$ cat config.mk
export PLATFORM = sky130hd
export DESIGN_NAME = joystick_to_mouse_conditioner
export DESIGN_NICKNAME = d
export VERILOG_FILES = /design/src/design/jmc_pkg.sv /design/src/design/jmc_scale_lane.sv /design/src/design/jmc_cal_div.sv /design/src/design/joystick_to_mouse_conditioner.sv
export SDC_FILE = /design/constraint.sdc
export NUM_CORES = 1
export LEC_CHECK = 0
export ABC_CLOCK_PERIOD_IN_PS = 14710
export BUFFER_PORTS_ARGS = -buffer_cell sky130_fd_sc_hd__buf_4
export CORE_MARGIN = 3
export CORE_UTILIZATION = 50
export CTS_CLUSTER_SIZE = 8
export DETAILED_ROUTE_END_ITERATION = 10
export PLACE_DENSITY = 0.66
export SLEW_MARGIN = 10
export SYNTH_ARGS = -nofsm -noshare
export SYNTH_HDL_FRONTEND = slang
export SYNTH_HIERARCHICAL = 1
export SYNTH_SLANG_ARGS = --single-unit
$ cat constraint.sdc
create_clock -name clk_i -period 14.71 [get_ports clk_i]
set_input_delay 1.471 -clock clk_i [delete_from_list [all_inputs] [get_ports clk_i]]
set_output_delay 1.471 -clock clk_i [all_outputs]
set_load 0.01 [all_outputs]
$ cat src/design/jmc_pkg.sv
// shared types and constants of the joystick to mouse conditioner
package jmc_pkg;

  localparam int ADC_W       = 12;
  localparam int SENS_W      = 8;
  localparam int DZ_W        = 11;
  localparam int MOVE_W      = 8;
  localparam int CNT_W       = 4;
  localparam int SUM_W       = 16;
  localparam int CAL_SAMPLES = 10;

  localparam int HALF_SCALE     = ((2 ** ADC_W) - 1) / 2;
  localparam int DEFAULT_CENTRE = 2 ** (ADC_W - 1);
  localparam int MOVE_LIMIT     = 127;
  localparam int SAT_LIMIT      = (MOVE_LIMIT + 1) * HALF_SCALE;
  localparam int PROD_W         = ADC_W + SENS_W;
  localparam int REM_W          = $clog2(HALF_SCALE + 1);
  localparam int QUO_W          = MOVE_W - 1;

  localparam int CFG_IDX_W  = 3;
  localparam int CFG_DATA_W = 11;

  localparam logic [CFG_IDX_W-1:0] REG_ENABLE      = 3'd0;
  localparam logic [CFG_IDX_W-1:0] REG_DEADZONE    = 3'd1;
  localparam logic [CFG_IDX_W-1:0] REG_SENSITIVITY = 3'd2;
  localparam logic [CFG_IDX_W-1:0] REG_FLIP_Y      = 3'd3;
  localparam logic [CFG_IDX_W-1:0] REG_AUTO_CAL    = 3'd4;

  localparam logic MODE_RUN = 1'b0;
  localparam logic MODE_CAL = 1'b1;

  localparam logic KIND_MOVE = 1'b0;
  localparam logic KIND_CAL  = 1'b1;

  typedef struct packed {
    logic             mode;
    logic [ADC_W-1:0] x_sample;
    logic [ADC_W-1:0] y_sample;
    logic             sample_ok;
  } jmc_in_t;

  typedef struct packed {
    logic                     report_kind;
    logic signed [MOVE_W-1:0] move_x;
    logic signed [MOVE_W-1:0] move_y;
    logic                     cal_ok;
    logic [ADC_W-1:0]         centre_x_out;
    logic [ADC_W-1:0]         centre_y_out;
  } jmc_out_t;

endpackage

$ cat src/design/jmc_scale_lane.sv
// one axis: bit-serial multiply by sensitivity, saturate or bit-serial divide by half scale
module jmc_scale_lane (
  input  logic                       clk_i,
  input  logic                       rst_ni,
  input  logic                       start_i,
  input  logic [jmc_pkg::ADC_W-1:0]  mag_i,
  input  logic [jmc_pkg::SENS_W-1:0] sens_i,
  output logic                       busy_o,
  output logic [jmc_pkg::QUO_W-1:0]  quo_o
);
  import jmc_pkg::*;

  localparam int STEP_W = $clog2(SENS_W);

  typedef enum logic [3:0] {
    PH_IDLE = 4'b0001,
    PH_MUL  = 4'b0010,
    PH_SAT  = 4'b0100,
    PH_DIV  = 4'b1000
  } phase_e;

  phase_e              phase_q, phase_d;
  logic [STEP_W-1:0]   cnt_q, cnt_d;
  logic [PROD_W-1:0]   prod_q, prod_d;
  logic [ADC_W-1:0]    mag_q, mag_d;
  logic [REM_W-1:0]    rem_q, rem_d;
  logic [QUO_W-1:0]    dig_q, dig_d;
  logic [QUO_W-1:0]    quo_q, quo_d;
  logic [ADC_W:0]      psum;
  logic [REM_W:0]      trial;
  logic [REM_W:0]      trial_sub;
  logic                qbit;

  always_comb begin
    psum      = {1'b0, prod_q[PROD_W-1:SENS_W]} + (prod_q[0] ? {1'b0, mag_q} : '0);
    trial     = {rem_q, dig_q[QUO_W-1]};
    trial_sub = trial - (REM_W+1)'(HALF_SCALE);
    qbit      = (trial >= (REM_W+1)'(HALF_SCALE));
  end

  always_comb begin
    phase_d = phase_q;
    cnt_d   = cnt_q;
    prod_d  = prod_q;
    mag_d   = mag_q;
    rem_d   = rem_q;
    dig_d   = dig_q;
    quo_d   = quo_q;
    case (phase_q)
      PH_IDLE: begin
        if (start_i) begin
          prod_d  = {{ADC_W{1'b0}}, sens_i};
          mag_d   = mag_i;
          cnt_d   = '0;
          phase_d = PH_MUL;
        end
      end
      PH_MUL: begin
        // multiplier bits leave at the bottom as the partial product enters at the top
        prod_d = {psum, prod_q[SENS_W-1:1]};
        cnt_d  = cnt_q + 1'b1;
        if (cnt_q == STEP_W'(SENS_W - 1)) begin
          phase_d = PH_SAT;
        end
      end
      PH_SAT: begin
        if (prod_q >= PROD_W'(SAT_LIMIT)) begin
          quo_d   = QUO_W'(MOVE_LIMIT);
          phase_d = PH_IDLE;
        end else begin
          // quotient fits in QUO_W bits, so the upper bits already form the first remainder
          rem_d   = prod_q[QUO_W +: REM_W];
          dig_d   = prod_q[QUO_W-1:0];
          quo_d   = '0;
          cnt_d   = '0;
          phase_d = PH_DIV;
        end
      end
      PH_DIV: begin
        rem_d = qbit ? trial_sub[REM_W-1:0] : trial[REM_W-1:0];
        quo_d = {quo_q[QUO_W-2:0], qbit};
        dig_d = {dig_q[QUO_W-2:0], 1'b0};
        cnt_d = cnt_q + 1'b1;
        if (cnt_q == STEP_W'(QUO_W - 1)) begin
          phase_d = PH_IDLE;
        end
      end
      default: phase_d = PH_IDLE;
    endcase
  end

  always_ff @(posedge clk_i or negedge rst_ni) begin
    if (!rst_ni) begin
      phase_q <= PH_IDLE;
      cnt_q   <= '0;
    end else begin
      phase_q <= phase_d;
      cnt_q   <= cnt_d;
    end
  end

  always_ff @(posedge clk_i) begin
    prod_q <= prod_d;
    mag_q  <= mag_d;
    rem_q  <= rem_d;
    dig_q  <= dig_d;
    quo_q  <= quo_d;
  end

  assign busy_o = (phase_q != PH_IDLE);
  assign quo_o  = quo_q;

endmodule

$ cat src/design/jmc_cal_div.sv
// restoring divider, one quotient bit per cycle, for the calibration average
module jmc_cal_div (
  input  logic                      clk_i,
  input  logic                      rst_ni,
  input  logic                      start_i,
  input  logic [jmc_pkg::SUM_W-1:0] dividend_i,
  input  logic [jmc_pkg::CNT_W-1:0] divisor_i,
  output logic                      busy_o,
  output logic [jmc_pkg::ADC_W-1:0] quo_o
);
  import jmc_pkg::*;

  localparam int STEP_W = $clog2(SUM_W);

  logic              busy_q, busy_d;
  logic [STEP_W-1:0] cnt_q, cnt_d;
  logic [SUM_W-1:0]  num_q, num_d;
  logic [CNT_W-1:0]  den_q, den_d;
  logic [CNT_W-1:0]  rem_q, rem_d;
  logic [CNT_W:0]    trial;
  logic [CNT_W:0]    trial_sub;
  logic              qbit;

  always_comb begin
    trial     = {rem_q, num_q[SUM_W-1]};
    trial_sub = trial - {1'b0, den_q};
    qbit      = (trial >= {1'b0, den_q});
  end

  always_comb begin
    busy_d = busy_q;
    cnt_d  = cnt_q;
    num_d  = num_q;
    den_d  = den_q;
    rem_d  = rem_q;
    if (busy_q) begin
      // quotient bits shift in where dividend bits shift out
      num_d = {num_q[SUM_W-2:0], qbit};
      rem_d = qbit ? trial_sub[CNT_W-1:0] : trial[CNT_W-1:0];
      cnt_d = cnt_q + 1'b1;
      if (cnt_q == STEP_W'(SUM_W - 1)) begin
        busy_d = 1'b0;
      end
    end else if (start_i) begin
      num_d  = dividend_i;
      den_d  = divisor_i;
      rem_d  = '0;
      cnt_d  = '0;
      busy_d = 1'b1;
    end
  end

  always_ff @(posedge clk_i or negedge rst_ni) begin
    if (!rst_ni) begin
      busy_q <= 1'b0;
      cnt_q  <= '0;
    end else begin
      busy_q <= busy_d;
      cnt_q  <= cnt_d;
    end
  end

  always_ff @(posedge clk_i) begin
    num_q <= num_d;
    den_q <= den_d;
    rem_q <= rem_d;
  end

  assign busy_o = busy_q;
  assign quo_o  = num_q[ADC_W-1:0];

endmodule

$ cat src/design/joystick_to_mouse_conditioner.sv
// top level: joystick sample conditioning into mouse movement and calibration reports
//
// Input channel (in_valid_i/in_ready_o, in_data_i) takes one X/Y sample pair per item,
// either a calibration sample or a run sample. Output channel (out_valid_o/out_ready_i,
// out_data_o) gives a movement report or a calibration-finished report.
// Configuration is a plain write port (cfg_we_i, cfg_idx_i, cfg_wdata_i), written while
// the block is idle; registers are enable, deadzone, sensitivity, y flip and the
// calibration gate, in that index order.
// One item at a time: in_ready_o is high only while no item is in work.
// A run sample that yields a report raises out_valid_o after these steps: the offsets
// are prepared, the per-axis serial unit runs (8 multiply steps, one saturation check,
// 7 divide steps), the results are collected and the output register is loaded; when
// both axes saturate, the divide steps are skipped. The last calibration sample runs
// the 16-step serial divider before its report, or skips it when it had no valid read.
// Other samples free the input after preparation. After a reporting item the next one
// is accepted only once its report is loaded into the output register.
// Reset restores register defaults, centre 2048 on both axes, not calibrated.
// A stalled receiver keeps its report in the output register; the next input item is
// accepted meanwhile, and its own report waits until the register is taken.
module joystick_to_mouse_conditioner (
  input  logic                           clk_i,
  input  logic                           rst_ni,
  input  logic                           cfg_we_i,
  input  logic [jmc_pkg::CFG_IDX_W-1:0]  cfg_idx_i,
  input  logic [jmc_pkg::CFG_DATA_W-1:0] cfg_wdata_i,
  input  logic                           in_valid_i,
  output logic                           in_ready_o,
  input  jmc_pkg::jmc_in_t               in_data_i,
  output logic                           out_valid_o,
  input  logic                           out_ready_i,
  output jmc_pkg::jmc_out_t              out_data_o
);
  import jmc_pkg::*;

  typedef enum logic [4:0] {
    ST_IDLE  = 5'b00001,
    ST_PREP  = 5'b00010,
    ST_SCALE = 5'b00100,
    ST_CDIV  = 5'b01000,
    ST_DONE  = 5'b10000
  } state_e;

  // configuration
  logic              enable_q;
  logic [DZ_W-1:0]   deadzone_q;
  logic [SENS_W-1:0] sens_q;
  logic              invert_q;
  logic              auto_q;

  // control and block state
  state_e           state_q, state_d;
  logic [ADC_W-1:0] centre_x_q, centre_x_d;
  logic [ADC_W-1:0] centre_y_q, centre_y_d;
  logic             is_cal_q, is_cal_d;
  logic [CNT_W-1:0] taken_q, taken_d;
  logic [CNT_W-1:0] cal_valid_q, cal_valid_d;
  logic [SUM_W-1:0] sum_x_q, sum_x_d;
  logic [SUM_W-1:0] sum_y_q, sum_y_d;
  logic             out_valid_q, out_valid_d;

  // payload
  jmc_in_t  item_q, item_d;
  jmc_out_t res_q, res_d;
  jmc_out_t out_q, out_d;
  logic     sign_x_q, sign_x_d;
  logic     sign_y_q, sign_y_d;

  // datapath
  logic [ADC_W:0]    off_x, off_y;
  logic [ADC_W:0]    neg_x, neg_y;
  logic [ADC_W-1:0]  mag_x, mag_y;
  logic              nz_x, nz_y;
  logic [ADC_W-1:0]  lane_mag_x, lane_mag_y;
  logic [CNT_W-1:0]  taken_inc, valid_inc;
  logic [SUM_W-1:0]  sum_x_inc, sum_y_inc;
  logic              run_go;
  logic              lane_start, div_start;
  logic              lane_x_busy, lane_y_busy;
  logic [QUO_W-1:0]  quo_x, quo_y;
  logic              div_x_busy, div_y_busy;
  logic [ADC_W-1:0]  avg_x, avg_y;
  logic [MOVE_W-1:0] qx_ext, qy_ext;
  logic              out_load;

  always_ff @(posedge clk_i or negedge rst_ni) begin
    if (!rst_ni) begin
      enable_q   <= 1'b1;
      deadzone_q <= DZ_W'(100);
      sens_q     <= SENS_W'(5);
      invert_q   <= 1'b0;
      auto_q     <= 1'b1;
    end else if (cfg_we_i) begin
      case (cfg_idx_i)
        REG_ENABLE:      enable_q   <= cfg_wdata_i[0];
        REG_DEADZONE:    deadzone_q <= cfg_wdata_i[DZ_W-1:0];
        REG_SENSITIVITY: sens_q     <= cfg_wdata_i[SENS_W-1:0];
        REG_FLIP_Y:      invert_q   <= cfg_wdata_i[0];
        REG_AUTO_CAL:    auto_q     <= cfg_wdata_i[0];
        default: ;
      endcase
    end
  end

  // offsets from the centre, the deadzone test and the calibration running sums
  always_comb begin
    off_x = {1'b0, item_q.x_sample} - {1'b0, centre_x_q};
    off_y = {1'b0, item_q.y_sample} - {1'b0, centre_y_q};
    neg_x = -off_x;
    neg_y = -off_y;
    mag_x = off_x[ADC_W] ? neg_x[ADC_W-1:0] : off_x[ADC_W-1:0];
    mag_y = off_y[ADC_W] ? neg_y[ADC_W-1:0] : off_y[ADC_W-1:0];
    nz_x  = (mag_x >= ADC_W'(deadzone_q)) && (mag_x != '0);
    nz_y  = (mag_y >= ADC_W'(deadzone_q)) && (mag_y != '0);
    lane_mag_x = nz_x ? mag_x : '0;
    lane_mag_y = nz_y ? mag_y : '0;
    run_go = enable_q && item_q.sample_ok && !(auto_q && !is_cal_q) && (nz_x || nz_y);

    taken_inc = taken_q + 1'b1;
    valid_inc = cal_valid_q + CNT_W'(item_q.sample_ok);
    sum_x_inc = sum_x_q + (item_q.sample_ok ? SUM_W'(item_q.x_sample) : '0);
    sum_y_inc = sum_y_q + (item_q.sample_ok ? SUM_W'(item_q.y_sample) : '0);

    qx_ext = {1'b0, quo_x};
    qy_ext = {1'b0, quo_y};
  end

  always_comb begin
    state_d     = state_q;
    centre_x_d  = centre_x_q;
    centre_y_d  = centre_y_q;
    is_cal_d    = is_cal_q;
    taken_d     = taken_q;
    cal_valid_d = cal_valid_q;
    sum_x_d     = sum_x_q;
    sum_y_d     = sum_y_q;
    item_d      = item_q;
    res_d       = res_q;
    sign_x_d    = sign_x_q;
    sign_y_d    = sign_y_q;
    lane_start  = 1'b0;
    div_start   = 1'b0;
    out_load    = 1'b0;
    case (state_q)
      ST_IDLE: begin
        if (in_valid_i) begin
          item_d  = in_data_i;
          state_d = ST_PREP;
        end
      end
      ST_PREP: begin
        if (item_q.mode == MODE_CAL) begin
          if (taken_inc < CNT_W'(CAL_SAMPLES)) begin
            taken_d     = taken_inc;
            cal_valid_d = valid_inc;
            sum_x_d     = sum_x_inc;
            sum_y_d     = sum_y_inc;
            state_d     = ST_IDLE;
          end else begin
            // dividers keep their own copies, so the gathering state clears now
            taken_d     = '0;
            cal_valid_d = '0;
            sum_x_d     = '0;
            sum_y_d     = '0;
            if (valid_inc != '0) begin
              div_start = 1'b1;
              state_d   = ST_CDIV;
            end else begin
              res_d.report_kind  = KIND_CAL;
              res_d.move_x       = '0;
              res_d.move_y       = '0;
              res_d.cal_ok       = 1'b0;
              res_d.centre_x_out = centre_x_q;
              res_d.centre_y_out = centre_y_q;
              state_d            = ST_DONE;
            end
          end
        end else if (run_go) begin
          sign_x_d   = off_x[ADC_W];
          sign_y_d   = off_y[ADC_W] ^ invert_q;
          lane_start = 1'b1;
          state_d    = ST_SCALE;
        end else begin
          state_d = ST_IDLE;
        end
      end
      ST_SCALE: begin
        if (!lane_x_busy && !lane_y_busy) begin
          res_d.report_kind  = KIND_MOVE;
          res_d.move_x       = sign_x_q ? -qx_ext : qx_ext;
          res_d.move_y       = sign_y_q ? -qy_ext : qy_ext;
          res_d.cal_ok       = 1'b0;
          res_d.centre_x_out = centre_x_q;
          res_d.centre_y_out = centre_y_q;
          state_d            = ST_DONE;
        end
      end
      ST_CDIV: begin
        if (!div_x_busy && !div_y_busy) begin
          centre_x_d         = avg_x;
          centre_y_d         = avg_y;
          is_cal_d           = 1'b1;
          res_d.report_kind  = KIND_CAL;
          res_d.move_x       = '0;
          res_d.move_y       = '0;
          res_d.cal_ok       = 1'b1;
          res_d.centre_x_out = avg_x;
          res_d.centre_y_out = avg_y;
          state_d            = ST_DONE;
        end
      end
      ST_DONE: begin
        if (!out_valid_q || out_ready_i) begin
          out_load = 1'b1;
          state_d  = ST_IDLE;
        end
      end
      default: state_d = ST_IDLE;
    endcase
  end

  always_comb begin
    out_d       = out_load ? res_q : out_q;
    out_valid_d = out_load ? 1'b1 : (out_valid_q && !out_ready_i);
  end

  always_ff @(posedge clk_i or negedge rst_ni) begin
    if (!rst_ni) begin
      state_q     <= ST_IDLE;
      centre_x_q  <= ADC_W'(DEFAULT_CENTRE);
      centre_y_q  <= ADC_W'(DEFAULT_CENTRE);
      is_cal_q    <= 1'b0;
      taken_q     <= '0;
      cal_valid_q <= '0;
      sum_x_q     <= '0;
      sum_y_q     <= '0;
      out_valid_q <= 1'b0;
    end else begin
      state_q     <= state_d;
      centre_x_q  <= centre_x_d;
      centre_y_q  <= centre_y_d;
      is_cal_q    <= is_cal_d;
      taken_q     <= taken_d;
      cal_valid_q <= cal_valid_d;
      sum_x_q     <= sum_x_d;
      sum_y_q     <= sum_y_d;
      out_valid_q <= out_valid_d;
    end
  end

  always_ff @(posedge clk_i) begin
    item_q   <= item_d;
    res_q    <= res_d;
    out_q    <= out_d;
    sign_x_q <= sign_x_d;
    sign_y_q <= sign_y_d;
  end

  jmc_scale_lane u_lane_x (
    .clk_i   (clk_i),
    .rst_ni  (rst_ni),
    .start_i (lane_start),
    .mag_i   (lane_mag_x),
    .sens_i  (sens_q),
    .busy_o  (lane_x_busy),
    .quo_o   (quo_x)
  );

  jmc_scale_lane u_lane_y (
    .clk_i   (clk_i),
    .rst_ni  (rst_ni),
    .start_i (lane_start),
    .mag_i   (lane_mag_y),
    .sens_i  (sens_q),
    .busy_o  (lane_y_busy),
    .quo_o   (quo_y)
  );

  jmc_cal_div u_div_x (
    .clk_i      (clk_i),
    .rst_ni     (rst_ni),
    .start_i    (div_start),
    .dividend_i (sum_x_inc),
    .divisor_i  (valid_inc),
    .busy_o     (div_x_busy),
    .quo_o      (avg_x)
  );

  jmc_cal_div u_div_y (
    .clk_i      (clk_i),
    .rst_ni     (rst_ni),
    .start_i    (div_start),
    .dividend_i (sum_y_inc),
    .divisor_i  (valid_inc),
    .busy_o     (div_y_busy),
    .quo_o      (avg_y)
  );

  assign in_ready_o  = (state_q == ST_IDLE);
  assign out_valid_o = out_valid_q;
  assign out_data_o  = out_q;

endmodule

==> impl_metrics.ini <==
[synth]
synth.cell_area_um2 = 21480
async_reset_ff_share_pct = 29.92
yosys_warnings = 6
syn_avg_cell_area_um2 = 10.91
yosys.cell_types.count = 94
synth_nets = 2140
synth_edf_count = 274
syn_inst = 1968
ys_ff_latch = 391
yosys-top-cells-area = edfxtp_1, dfrtp_1, ha_1
synth_top_area_share_pct = 38.31
synth_top_area_cell = edfxtp_1
synthFlopType = edfxtp_1
yosysSeqAreaShare_pct = 52.01

[critical_path]
path_max_fanout = 20
end_kind = flop
worstReg2RegStart = item_q[1]
startpoint_type = flop
critPathLaunch = item_q[1]
crit_type = reg2reg
cp_data_arrival_time_ns = 6.31
crit_required_ns = 14.82

[timing]
min_period_over_period_pct = 42.15
relSlewSlack_pct = 18.25
drv_slew = 0
setup_tns_ns = 0
hold_ws_ns = 0.4157
setup_violations = 0
fin_ws_ns = 8.510
period_minus_slack_ns = 6.200
clock_skew_ns = 0.02727
rsz0062_at_grt = false
final-hold-violation-count = 0
worst_pin_slew_ns = 1.223
max_freq_mhz = 161.3

[cts]
cts_max_path_buffers = 3
hold_buffers = 0
clock-sinks = 391
cts_buffers = 55
insertion_delay_ns = 0.59
h-tree-depth = 2
cts.clk_slew.worst_paths_ns = 0.05
tritoncts = built
cts-root-buf = clkbuf_16
post_cts_resized = 0
post_cts_buffers = 0

[detailed_routing]
firstDrtPassIters = 7
drc = 0
drt-initial-drc-count = 1020
wl_mm = 47.45
routedWlPerCell_um = 18.03
via_count = 14810
ant_nets = 0
avgViaCountPerCell = 5.628

[die]
io_pins = 89
die_w_um = 213.3
core_region_area_um2 = 42230
chipHeight_um = 213.3
dieArea_um2 = 45480
initial_core_util_pct = 50.86
rows = 75

[placed_design]
pre_cts_ws_ns = 8.454
numPortBuffers = 88
finalWeightedCongestion = 0.8651
dp_hpwl_mm = 33.59

[hold_path]
hold_class = reg2reg
hold_start = res_q[25]

[grt]
grt_max_degree = 67
track_usage_pct = 20.91
globalRoute.totalOverflow = 0
antenna_found_initial = 2
grt_pass1_vias = 14500
grt_pass1_wl_mm = 75.86

[cells_and_area]
layout_common_cells = edfxtp_1, nand2_1, nor2_1
mostFrequentLayoutCell = edfxtp_1
fin_nets = 2219
area_delta_synth_final_pct = 12.51
layout-drive-gt1-share_pct = 13.96

[run_status]
outcome = finished clean

[flow_run]
maxCapViolCount = 0

[power]
p_per_area_nw_per_um2 = 181.3
ir_drop_mv = 0.1030
leakagePower_nw = 9.780
-- layer usage --
metal  vias to the layer above  GRT usage (%)  part of all wire (%)
li1                       7236              -                     -
met2                       341          33.33                    46
met3                        88          3.908                   5.5
met1                      7139          28.73                    46
met4                         4          7.771                   3.0
met5                         -              0                 0.063
-- synth_stat cells (5+ instances only) --
library cell	count
edfxtp_1	274
mux2i_1	17
nor2b_1	23
nor3_1	30
a31oi_1	17
buf_2	13
o211ai_1	9
a21boi_0	7
nand3b_1	10
nor4b_1	5
dfrtp_1	105
mux2_2	69
and3_1	15
nand4_1	15
a211oi_1	7
o31ai_1	14
o21ai_0	129
ha_1	119
clkbuf_1	46
nand2_1	253
nor3b_1	5
o21a_1	18
o21bai_1	8
nand2b_1	28
a21oi_1	78
a22o_1	26
nor2_1	151
and2_1	67
xnor2_1	68
or3_1	11
buf_4	24
or2_2	6
nand3_1	31
o2111ai_1	5
a21o_1	20
xor2_1	36
dfstp_2	12
inv_1	99
fa_1	8
-- critical path: stages (launching register included) --
cell	delay [ns]
edfxtp_1	0.38
inv_1	0.06
ha_1	0.18
inv_1	0.06
fa_1	0.42
a21oi_1	0.14
and4b_1	0.23
o21a_1	0.20
o41a_1	0.60
a21oi_1	0.24
xor2_1	0.22
inv_1	0.07
ha_1	0.29
a2111oi_0	0.37
o21ai_0	0.16
or2_2	0.30
a311oi_2	0.68
and2_4	0.30
nor3_1	0.05
buf_4	0.17
nand2_1	0.10
nand2_1	0.48
-- worst paths after layout --
check                                 endpoint  slack [ns]  cells after the start
setup / recovery           u_lane_y/prod_q[12]        8.51                     21
hold / removal                  out_data_o[25]        0.42                      0
setup reg to reg           u_lane_y/prod_q[12]        8.51                     21
hold reg to reg                 out_data_o[25]        0.42                      0
max in group asynchronous  u_lane_y/phase_q[3]       12.43                      2
min in group asynchronous           sum_y_q[8]        1.02                      1
-- registers in the layout, indices dropped and copies added, names as in the netlist, 16 cells and up --
name,cells
res_q,42
out_data_o,42
sum_y_q,16
u_div_y/num_q,16
sum_x_q,16
u_lane_y/prod_q,20
u_div_x/num_q,16
u_lane_x/prod_q,20
item_q,26
-- power by group --
part | leakage, nW | internal [mW] | total (mW) | switching, mW
combinational | 4.92 | 0.672 | 1.62 | 0.944
sequential | 4.11 | 1.48 | 1.60 | 0.126
clock | 0.747 | 0.705 | 1.16 | 0.457
total | 9.78 | 2.85 | 4.38 | 1.53
-- kinds of logic after synthesis --
kind of cell | share of synthesized area [%]
multiplexers | 4.410
flip-flops | 52.01
AND/OR/NAND/NOR | 15.62
buffers and inverters | 3.729
XOR/XNOR | 4.241
AO/OA/AOI/OAI | 12.31
adder cells (fa/ha/maj) | 7.678
-- cell type report --
type | instances | area (um^2)
diodes | 1 | 2.502
clock buffers | 100 | 1565
clock inverters | 1 | 8.758
fillers | 3580 | 18060
inverters | 101 | 379.1
multi-input cells | 1392 | 9567
flip-flops and latches | 391 | 11170
well taps | 539 | 674.4
repair buffers | 106 | 795.8
-- through the flow --
step	power, mW	instance area, um^2	instances	utilization, %
4_1_cts	4.416	24150	2630	57.19
5_1_grt	4.677	24160	2630	57.21
6_report	4.381	24160	2631	57.22
2_1_floorplan	2.852	21480	1968	-
3_5_place_dp	3.231	22580	2529	53.47
3_3_place_gp	3.181	22580	2529	53.47
Note: power is estimated with default switching activity, not from simulation.
